[config.mk]
export PLATFORM = sky130hd
export DESIGN_NAME = approx_atan2_rational
export DESIGN_NICKNAME = d
export VERILOG_FILES = /design/src/design/aar_pkg.sv /design/src/design/aar_sort.sv /design/src/design/aar_mult.sv /design/src/design/aar_div_step.sv /design/src/design/aar_angle.sv /design/src/design/approx_atan2_rational.sv
export VERILOG_INCLUDE_DIRS = /design/src /design/src/design
export SDC_FILE = /design/constraint.sdc
export NUM_CORES = 2
export LEC_CHECK = 0
export BUFFER_PORTS_ARGS = -buffer_cell sky130_fd_sc_hd__buf_2
export CORE_AREA = 2 2 530 400
export DETAILED_ROUTE_END_ITERATION = 16
export DIE_AREA = 0 0 532 402
export MAX_ROUTING_LAYER = met4
export PLACE_DENSITY = 0.68
export SYNTH_ARGS = -nofsm -noshare
export SYNTH_HDL_FRONTEND = slang
export SYNTH_SLANG_ARGS = --single-unit
[constraint.sdc]
create_clock -name clk_i -period 9.5 [get_ports clk_i]
set_clock_uncertainty 0.2 [all_clocks]
set_input_delay 0.475 -clock clk_i [delete_from_list [all_inputs] [get_ports clk_i]]
set_output_delay 0.475 -clock clk_i [all_outputs]
set_load 0.1 [all_outputs]
[src/design/assert_macros.svh]
// Assertion macros used by the top-level design file.
`ifndef ASSERT_MACROS_SVH
`define ASSERT_MACROS_SVH

`ifndef SYNTHESIS

// Checked only while out of reset.
`define AAR_ASSERT(name, clk, rstn, prop) \
  name: assert property (@(posedge clk) disable iff (!rstn) prop) \
    else $error("assertion failed");

// Checked at every edge, reset included.
`define AAR_ASSERT_ALWAYS(name, clk, prop) \
  name: assert property (@(posedge clk) prop) \
    else $error("assertion failed");

`else

`define AAR_ASSERT(name, clk, rstn, prop)
`define AAR_ASSERT_ALWAYS(name, clk, prop)

`endif

`endif

[src/design/aar_pkg.sv]
// Types and constants for the rational atan2 pipeline.
package aar_pkg;

  localparam int FRAC_BITS = 13;
  // floor(2^(FRAC_BITS+1) * ratio), ratio < 1
  localparam int QUO_BITS = FRAC_BITS + 1;
  // largest quotient: equal magnitudes give 2^14 * 25/32
  localparam logic [QUO_BITS-1:0] QUO_MAX = QUO_BITS'(12800);

  localparam int ANGLE_W = 16;
  localparam logic signed [ANGLE_W-1:0] PI_Q      = 16'sd25736;
  localparam logic signed [ANGLE_W-1:0] HALF_PI_Q = 16'sd12868;

  typedef struct packed {
    logic x_zero;
    logic y_zero;
    logic x_neg;
    logic y_neg;
    logic swap;   // |imag| >= |real|
    logic neg;    // signs of real and imag differ, imag nonzero
  } flags_t;

endpackage

[src/design/aar_sort.sv]
// First stage: magnitudes, ordering and sign flags of the sample.
module aar_sort #(
  parameter int W = 16
) (
  input  logic                  clk_i,
  input  logic                  en_i,
  input  logic signed [W-1:0]   real_part_i,
  input  logic signed [W-1:0]   imag_part_i,
  output logic        [W-1:0]   m_o,
  output logic        [W-1:0]   n_o,
  output aar_pkg::flags_t       flags_o
);
  import aar_pkg::*;

  logic [W-1:0] a, b;
  logic [W-1:0] m_d, m_q, n_d, n_q;
  flags_t       flags_d, flags_q;

  // most negative value maps to 2^(W-1), still fits unsigned W bits
  assign a = real_part_i[W-1] ? (~real_part_i + W'(1)) : real_part_i;
  assign b = imag_part_i[W-1] ? (~imag_part_i + W'(1)) : imag_part_i;

  always_comb begin
    flags_d.x_zero = (a == '0);
    flags_d.y_zero = (b == '0);
    flags_d.x_neg  = real_part_i[W-1];
    flags_d.y_neg  = imag_part_i[W-1];
    flags_d.swap   = (b >= a);
    flags_d.neg    = (b != '0) && (real_part_i[W-1] != imag_part_i[W-1]);
    m_d = flags_d.swap ? b : a;
    n_d = flags_d.swap ? a : b;
  end

  always_ff @(posedge clk_i) begin
    if (en_i) begin
      m_q     <= m_d;
      n_q     <= n_d;
      flags_q <= flags_d;
    end
  end

  assign m_o     = m_q;
  assign n_o     = n_q;
  assign flags_o = flags_q;

endmodule

[src/design/aar_mult.sv]
// Two stages: squares and cross product, then divisor 25m^2+7n^2 and dividend 25mn.
module aar_mult #(
  parameter int W = 16
) (
  input  logic                  clk_i,
  input  logic                  en_a_i,
  input  logic                  en_b_i,
  input  logic [W-1:0]          m_i,
  input  logic [W-1:0]          n_i,
  input  aar_pkg::flags_t       flags_i,
  output logic [2*W+3:0]        den_o,
  output logic [2*W+3:0]        rem_o,
  output aar_pkg::flags_t       flags_o
);
  import aar_pkg::*;

  localparam int PW = 2 * W;
  localparam int DW = 2 * W + 4;

  logic [PW-1:0] mm_d, mm_q, nn_d, nn_q, mn_d, mn_q;
  logic [DW-1:0] mm_x, nn_x, mn_x;
  logic [DW-1:0] den_d, den_q, rem_d, rem_q;
  flags_t        flags_a_q, flags_b_q;

  assign mm_d = PW'(m_i) * PW'(m_i);
  assign nn_d = PW'(n_i) * PW'(n_i);
  assign mn_d = PW'(m_i) * PW'(n_i);

  always_ff @(posedge clk_i) begin
    if (en_a_i) begin
      mm_q      <= mm_d;
      nn_q      <= nn_d;
      mn_q      <= mn_d;
      flags_a_q <= flags_i;
    end
  end

  assign mm_x = DW'(mm_q);
  assign nn_x = DW'(nn_q);
  assign mn_x = DW'(mn_q);

  // 25 = 16 + 8 + 1, 7 = 8 - 1
  assign den_d = (mm_x << 4) + (mm_x << 3) + mm_x + (nn_x << 3) - nn_x;
  assign rem_d = (mn_x << 4) + (mn_x << 3) + mn_x;

  always_ff @(posedge clk_i) begin
    if (en_b_i) begin
      den_q     <= den_d;
      rem_q     <= rem_d;
      flags_b_q <= flags_a_q;
    end
  end

  assign den_o   = den_q;
  assign rem_o   = rem_q;
  assign flags_o = flags_b_q;

endmodule

[src/design/aar_div_step.sv]
// One restoring division step: one quotient bit per stage.
module aar_div_step #(
  parameter int W = 16
) (
  input  logic                           clk_i,
  input  logic                           en_i,
  input  logic [2*W+3:0]                 den_i,
  input  logic [2*W+3:0]                 rem_i,
  input  logic [aar_pkg::QUO_BITS-1:0]   quo_i,
  input  aar_pkg::flags_t                flags_i,
  output logic [2*W+3:0]                 den_o,
  output logic [2*W+3:0]                 rem_o,
  output logic [aar_pkg::QUO_BITS-1:0]   quo_o,
  output aar_pkg::flags_t                flags_o
);
  import aar_pkg::*;

  localparam int DW = 2 * W + 4;

  logic [DW:0]         shl, diff;
  logic                ge;
  logic [DW-1:0]       rem_d, rem_q, den_q;
  logic [QUO_BITS-1:0] quo_d, quo_q;
  flags_t              flags_q;

  // remainder stays below the divisor, so the doubled value fits DW+1 bits
  assign shl   = {rem_i, 1'b0};
  assign diff  = shl - {1'b0, den_i};
  assign ge    = (shl >= {1'b0, den_i});
  assign rem_d = ge ? diff[DW-1:0] : shl[DW-1:0];
  assign quo_d = {quo_i[QUO_BITS-2:0], ge};

  always_ff @(posedge clk_i) begin
    if (en_i) begin
      den_q   <= den_i;
      rem_q   <= rem_d;
      quo_q   <= quo_d;
      flags_q <= flags_i;
    end
  end

  assign den_o   = den_q;
  assign rem_o   = rem_q;
  assign quo_o   = quo_q;
  assign flags_o = flags_q;

endmodule

[src/design/aar_angle.sv]
// Last stage: rounding, sign and quadrant offset; holds the output word.
module aar_angle (
  input  logic                                  clk_i,
  input  logic                                  en_i,
  input  logic [aar_pkg::QUO_BITS-1:0]          quo_i,
  input  aar_pkg::flags_t                       flags_i,
  output logic signed [aar_pkg::ANGLE_W-1:0]    angle_o
);
  import aar_pkg::*;

  localparam int SW = ANGLE_W + 2;

  logic [QUO_BITS:0]        quo_inc;
  logic [QUO_BITS-1:0]      q;
  logic signed [SW-1:0]     sq, pi_x, half_x, sum;
  logic signed [ANGLE_W-1:0] angle_d, angle_q;

  // round half up: (floor(2x) + 1) / 2
  assign quo_inc = {1'b0, quo_i} + (QUO_BITS + 1)'(1);
  assign q       = quo_inc[QUO_BITS:1];
  assign pi_x    = SW'(PI_Q);
  assign half_x  = SW'(HALF_PI_Q);

  always_comb begin
    sq = flags_i.neg ? -$signed(SW'(q)) : $signed(SW'(q));
    if (flags_i.swap) begin
      sum = half_x - sq;
      if (flags_i.y_neg) begin
        sum = sum - pi_x;
      end
    end else begin
      sum = sq;
      if (flags_i.x_neg) begin
        sum = flags_i.y_neg ? (sum - pi_x) : (sum + pi_x);
      end
    end
    if (flags_i.x_zero) begin
      if (flags_i.y_zero) begin
        angle_d = '0;
      end else if (flags_i.y_neg) begin
        angle_d = -HALF_PI_Q;
      end else begin
        angle_d = HALF_PI_Q;
      end
    end else begin
      angle_d = sum[ANGLE_W-1:0];
    end
  end

  always_ff @(posedge clk_i) begin
    if (en_i) begin
      angle_q <= angle_d;
    end
  end

  assign angle_o = angle_q;

endmodule

[src/design/approx_atan2_rational.sv]
// Top level: rational atan2 approximation pipeline, Q3.13 radians out.
//
//   channel  valid        ready        payload
//   in       in_valid_i   in_ready_o   real_part_i, imag_part_i
//   out      out_valid_o  out_ready_i  angle_o
//
// Stages: sort, products, divisor/dividend, 14 division steps, output;
// the restoring divider sets the depth. One word per cycle without a stall.
// rst_ni clears only the stage valid bits; payload registers keep stale data.
// Each stage moves when empty or when the one after it moves, so a stall
// at the output fills empty stages before it stops the input.
`include "assert_macros.svh"

module approx_atan2_rational #(
  parameter int SAMPLE_WIDTH = 16
) (
  input  logic                                clk_i,
  input  logic                                rst_ni,
  input  logic                                in_valid_i,
  output logic                                in_ready_o,
  input  logic signed [SAMPLE_WIDTH-1:0]      real_part_i,
  input  logic signed [SAMPLE_WIDTH-1:0]      imag_part_i,
  output logic                                out_valid_o,
  input  logic                                out_ready_i,
  output logic signed [aar_pkg::ANGLE_W-1:0]  angle_o
);
  import aar_pkg::*;

  localparam int W   = SAMPLE_WIDTH;
  localparam int DW  = 2 * W + 4;
  localparam int DIV0 = 3;                  // first division stage
  localparam int NST = DIV0 + QUO_BITS + 1; // total register stages
  localparam int LAST = NST - 1;

  logic [NST-1:0] v_d, v_q, en;

  logic [W-1:0]        m, n;
  flags_t              flags_sort;
  logic [DW-1:0]       den_s   [QUO_BITS+1];
  logic [DW-1:0]       rem_s   [QUO_BITS+1];
  logic [QUO_BITS-1:0] quo_s   [QUO_BITS+1];
  flags_t              flags_s [QUO_BITS+1];
  logic                quo_chk;

  // stage k loads when it is empty or its word moves on
  assign en[LAST] = !v_q[LAST] || out_ready_i;
  for (genvar k = 0; k < LAST; k++) begin : g_en
    assign en[k] = !v_q[k] || en[k+1];
  end

  assign v_d = {v_q[NST-2:0], in_valid_i};

  always_ff @(posedge clk_i or negedge rst_ni) begin
    if (!rst_ni) begin
      v_q <= '0;
    end else begin
      for (int k = 0; k < NST; k++) begin
        if (en[k]) begin
          v_q[k] <= v_d[k];
        end
      end
    end
  end

  assign in_ready_o  = en[0];
  assign out_valid_o = v_q[LAST];

  aar_sort #(.W(W)) u_sort (
    .clk_i       (clk_i),
    .en_i        (en[0]),
    .real_part_i (real_part_i),
    .imag_part_i (imag_part_i),
    .m_o         (m),
    .n_o         (n),
    .flags_o     (flags_sort)
  );

  aar_mult #(.W(W)) u_mult (
    .clk_i   (clk_i),
    .en_a_i  (en[1]),
    .en_b_i  (en[2]),
    .m_i     (m),
    .n_i     (n),
    .flags_i (flags_sort),
    .den_o   (den_s[0]),
    .rem_o   (rem_s[0]),
    .flags_o (flags_s[0])
  );

  assign quo_s[0] = '0;

  for (genvar i = 0; i < QUO_BITS; i++) begin : g_div
    aar_div_step #(.W(W)) u_step (
      .clk_i   (clk_i),
      .en_i    (en[DIV0+i]),
      .den_i   (den_s[i]),
      .rem_i   (rem_s[i]),
      .quo_i   (quo_s[i]),
      .flags_i (flags_s[i]),
      .den_o   (den_s[i+1]),
      .rem_o   (rem_s[i+1]),
      .quo_o   (quo_s[i+1]),
      .flags_o (flags_s[i+1])
    );
  end

  aar_angle u_angle (
    .clk_i   (clk_i),
    .en_i    (en[LAST]),
    .quo_i   (quo_s[QUO_BITS]),
    .flags_i (flags_s[QUO_BITS]),
    .angle_o (angle_o)
  );

  // a zero sample divides by zero; its quotient is never used
  assign quo_chk = v_q[LAST-1] && !(flags_s[QUO_BITS].x_zero && flags_s[QUO_BITS].y_zero);

  `AAR_ASSERT(a_empty_out_opens, clk_i, rst_ni, !out_valid_o |-> in_ready_o)
  `AAR_ASSERT(a_accept_fills, clk_i, rst_ni, (in_valid_i && in_ready_o) |=> v_q[0])
  `AAR_ASSERT(a_quo_max, clk_i, rst_ni, quo_chk |-> (quo_s[QUO_BITS] <= QUO_MAX))
  `AAR_ASSERT(a_angle_range, clk_i, rst_ni, out_valid_o |-> ((angle_o <= PI_Q) && (angle_o >= -PI_Q)))
  `AAR_ASSERT_ALWAYS(a_reset_empty, clk_i, !rst_ni |=> !out_valid_o)

endmodule
==> impl_metrics.env <==
export IMPL_status="finished, final reports clean"
export IMPL_clkTransAtPathRegs_ps=60
export IMPL_clk_latency_ps=820
export IMPL_wl_per_cell_um=19.3
export IMPL_slew_violations=0
export IMPL_synth_seq_cells=1375
export IMPL_dp_hpwl_mm=192
export IMPL_period_share_pct=86.3
export IMPL_synth_top_area_share_pct=39.3
export IMPL_ios=54
export IMPL_syn_to_final_growth_pct=8.34
export IMPL_rows=146
export IMPL_cts_max_level=4
export IMPL_finalNonFillerCells=12700
export IMPL_viasPerCell=5.53
export IMPL_initial_utilization_pct=49.5
export IMPL_ys_async_sr_fraction_pct=1.31
export IMPL_crit_family="adder cells"
export IMPL_fillers=18200
export IMPL_tightest_slew_ps=1320
export IMPL_core_area_um2=210000
export IMPL_grt_use_total_pct=23.7
export IMPL_setup_viol=0
export IMPL_overflow=0
export IMPL_holdWs_ps=55.6
export IMPL_syn_avg_cell_area_um2=10.7
export IMPL_cp_start_kind="register"
export IMPL_layout_nets=11400
export IMPL_final_setup_tns_ps=0
export IMPL_die_y_um=402
export IMPL_grt_pass1_vias=69000
export IMPL_rsz0062_at_grt="false"
export IMPL_gp_congestion=0.971
export IMPL_drive_above_1_share_pct=6.17
export IMPL_cts_tree="built"
export IMPL_yosysWarnings=0
export IMPL_antenna_found_initial=10
export IMPL_regArea_um2=41200
export IMPL_arrival_ps=8510
export IMPL_synth_ff_type="edfxtp_1"
export IMPL_synth_nets=11300
export IMPL_r2r_setup_slack_ps=1300
export IMPL_synth_seq_area_share_pct=39.7
export IMPL_cap_violations=0
export IMPL_slew_headroom_pct=10.9
export IMPL_portBuffers=53
export IMPL_drt_wl_total_mm=246
export IMPL_firstDrtPassIters=6
export IMPL_ctsResizeCount=0
export IMPL_cts_max_path_buffers=4
export IMPL_finalCriticalPeriod_ps=8200
export IMPL_finalHoldViolCount=0
export IMPL_cpMaxStageDelayCell="a2111oi_0"
export IMPL_crit_path_max_fanout=18
export IMPL_cp_num_buf_inv=7
export IMPL_cts_buffers=151
export IMPL_drt_drc_violations_left=0
export IMPL_timing_fmax_ghz=0.122
export IMPL_synthesis_area_um2=104000
export IMPL_synth_cell_types=108
export IMPL_grt_pass1_wl_mm=388
export IMPL_grt_max_degree=86
export IMPL_dieArea_um2=214000
export IMPL_drt_iter0_drc=6099
export IMPL_hp_class="primary input to register"
export IMPL_synth_edf_count=1357
export IMPL_worst_setup_path_end_kind="register"
export IMPL_numPlacedInstances=12400
export IMPL_die_x_um=532
export IMPL_critical_path_required_ps=9810
export IMPL_cts_root_buf="clkbuf_16"
export IMPL_synth_area_leaders="edfxtp_1 (39%), fa_1 (13%), ha_1 (11%)"
export IMPL_synth_area_leader_cell="edfxtp_1"
export IMPL_path_class="register to register"
export IMPL_antenna_left=0
export IMPL_multi_input_area_um2=56000
export IMPL_vias=70500
export IMPL_clock_sinks=1375
export IMPL_crit_path_max_incr_delay_ps=700
export IMPL_syn_inst=9730
export IMPL_post_route_util_pct=53.7
[kinds of logic (layout without fill, tap and decap cells)]
| family | count (synthesis) | in the layout | synth area share (%) |
|---|---|---|---|
| other | 1 | 6 | 0.00361 |
| multiplexers | 242 | 242 | 2.57 |
| flip-flops | 1375 | 1375 | 39.7 |
| adder cells (fa/ha/maj) | 1577 | 1577 | 23.7 |
| AO/OA/AOI/OAI | 1978 | 1978 | 12.2 |
| XOR/XNOR | 614 | 614 | 5.22 |
| buffers and inverters | 1776 | 1972 | 6.52 |
| AND/OR/NAND/NOR | 2167 | 2167 | 10.1 |
[through the flow]
step                      cell area (um2)  setup WS [ps]
after floorplan                    104000           1180
after global placement             107000           1340
after detailed placement           107000           1440
after CTS                          112000           1410
after global routing               112000            827
final                              112000           1300
[cell usage after synthesis, drive strengths merged (48+ instances only)]
| cell | number |
|---|---|
| mux2 | 185 |
| nand4 | 65 |
| o21bai | 86 |
| nand2b | 121 |
| clkbuf | 179 |
| nor2 | 407 |
| nand2 | 790 |
| fa | 650 |
| a31oi | 71 |
| mux2i | 57 |
| o21a | 76 |
| and3 | 62 |
| edfxtp | 1357 |
| xnor2 | 374 |
| xor2 | 239 |
| ha | 927 |
| and2 | 211 |
| nand3 | 128 |
| o21ai | 490 |
| a21oi | 555 |
| nor2b | 111 |
| a21o | 336 |
| inv | 1548 |
| o31ai | 48 |
| nor3 | 100 |
[final timing paths]
path / end / depth (start not counted) / from
worst min-delay path: u_sort.m_o[4] / 3 / real_part_i[4]
worst min register to register: g_div[2].u_step.quo_o[1] / 0 / g_div[1].u_step.quo_o[0]
worst max register to register: u_mult.mm_q[29] / 25 / u_sort.m_o[9]
max in group asynchronous: v_q[10] / 4 / rst_ni
min in group asynchronous: v_q[1] / 3 / rst_ni
worst max-delay path: u_mult.mm_q[29] / 25 / u_sort.m_o[9]
[placed cells by master (no fill, tap or decap), drive strengths merged, types with 62 or more instances in the layout]
cell type and n:
inv 1548, edfxtp 1357, ha 927, nand2 790
fa 650, a21oi 555, o21ai 490, nor2 407
xnor2 374, a21o 336, xor2 239, and2 211
mux2 185, clkbuf 177, nand3 128, buf 122
nand2b 121, nor2b 111, nor3 100, o21bai 86
o21a 76, a31oi 71, clkinv 70, nand4 65
and3 62
[worst reg2reg max path, delay by kind of cell, from the launching register on]
family | cells | cell delay [ps]
adder cells (fa/ha/maj) | 7 | 3340
AO/OA/AOI/OAI | 9 | 2780
flip-flops | 1 | 690
buffers and inverters | 7 | 670
AND/OR/NAND/NOR | 1 | 190
XOR/XNOR | 1 | 80
[sequential cells by signal (all words and copies together), names as in the netlist]
name,flops
u_sort.flags_o,6
u_sort.m_o,16
u_mult.nn_q,31
g_div.u_step.flags_o,84
v_q,18
u_sort.n_o,16
u_mult.mm_q,31
u_angle.angle_o,16
g_div.u_step.quo_o,105
u_mult.flags_o,6
u_mult.den_o,36
u_mult.rem_o,36
g_div.u_step.rem_o,468
g_div.u_step.den_o,468
u_mult.flags_a_q,6
u_mult.mn_q,32
[area by class of cell]
type	instances	share of cell area, %
multi-input cells	6579	49.8
flip-flops and latches	1375	36.6
inverters	1553	5.19
clock buffers	177	3.51
well taps	2812	3.13
repair buffers	154	0.982
clock inverters	88	0.751
diodes	5	0.0111
[routing by layer]
layer	GRT usage [%]	vias to the layer above	routed length [um]
met3	4.96	340	19700
met1	33.5	34400	113000
met5	-	-	0
li1	-	33700	-
met4	6.33	0	6930
met2	34.5	2034	106000
[what timing repair did]
item	in CTS	in global routing
setup buffers	0	0
hold endpoints to repair	37	0
hold buffers	32	0
Power is left out: the tool's default activity adds up to more than one toggle a clock period on the data nets, which glitch-free logic cannot reach.
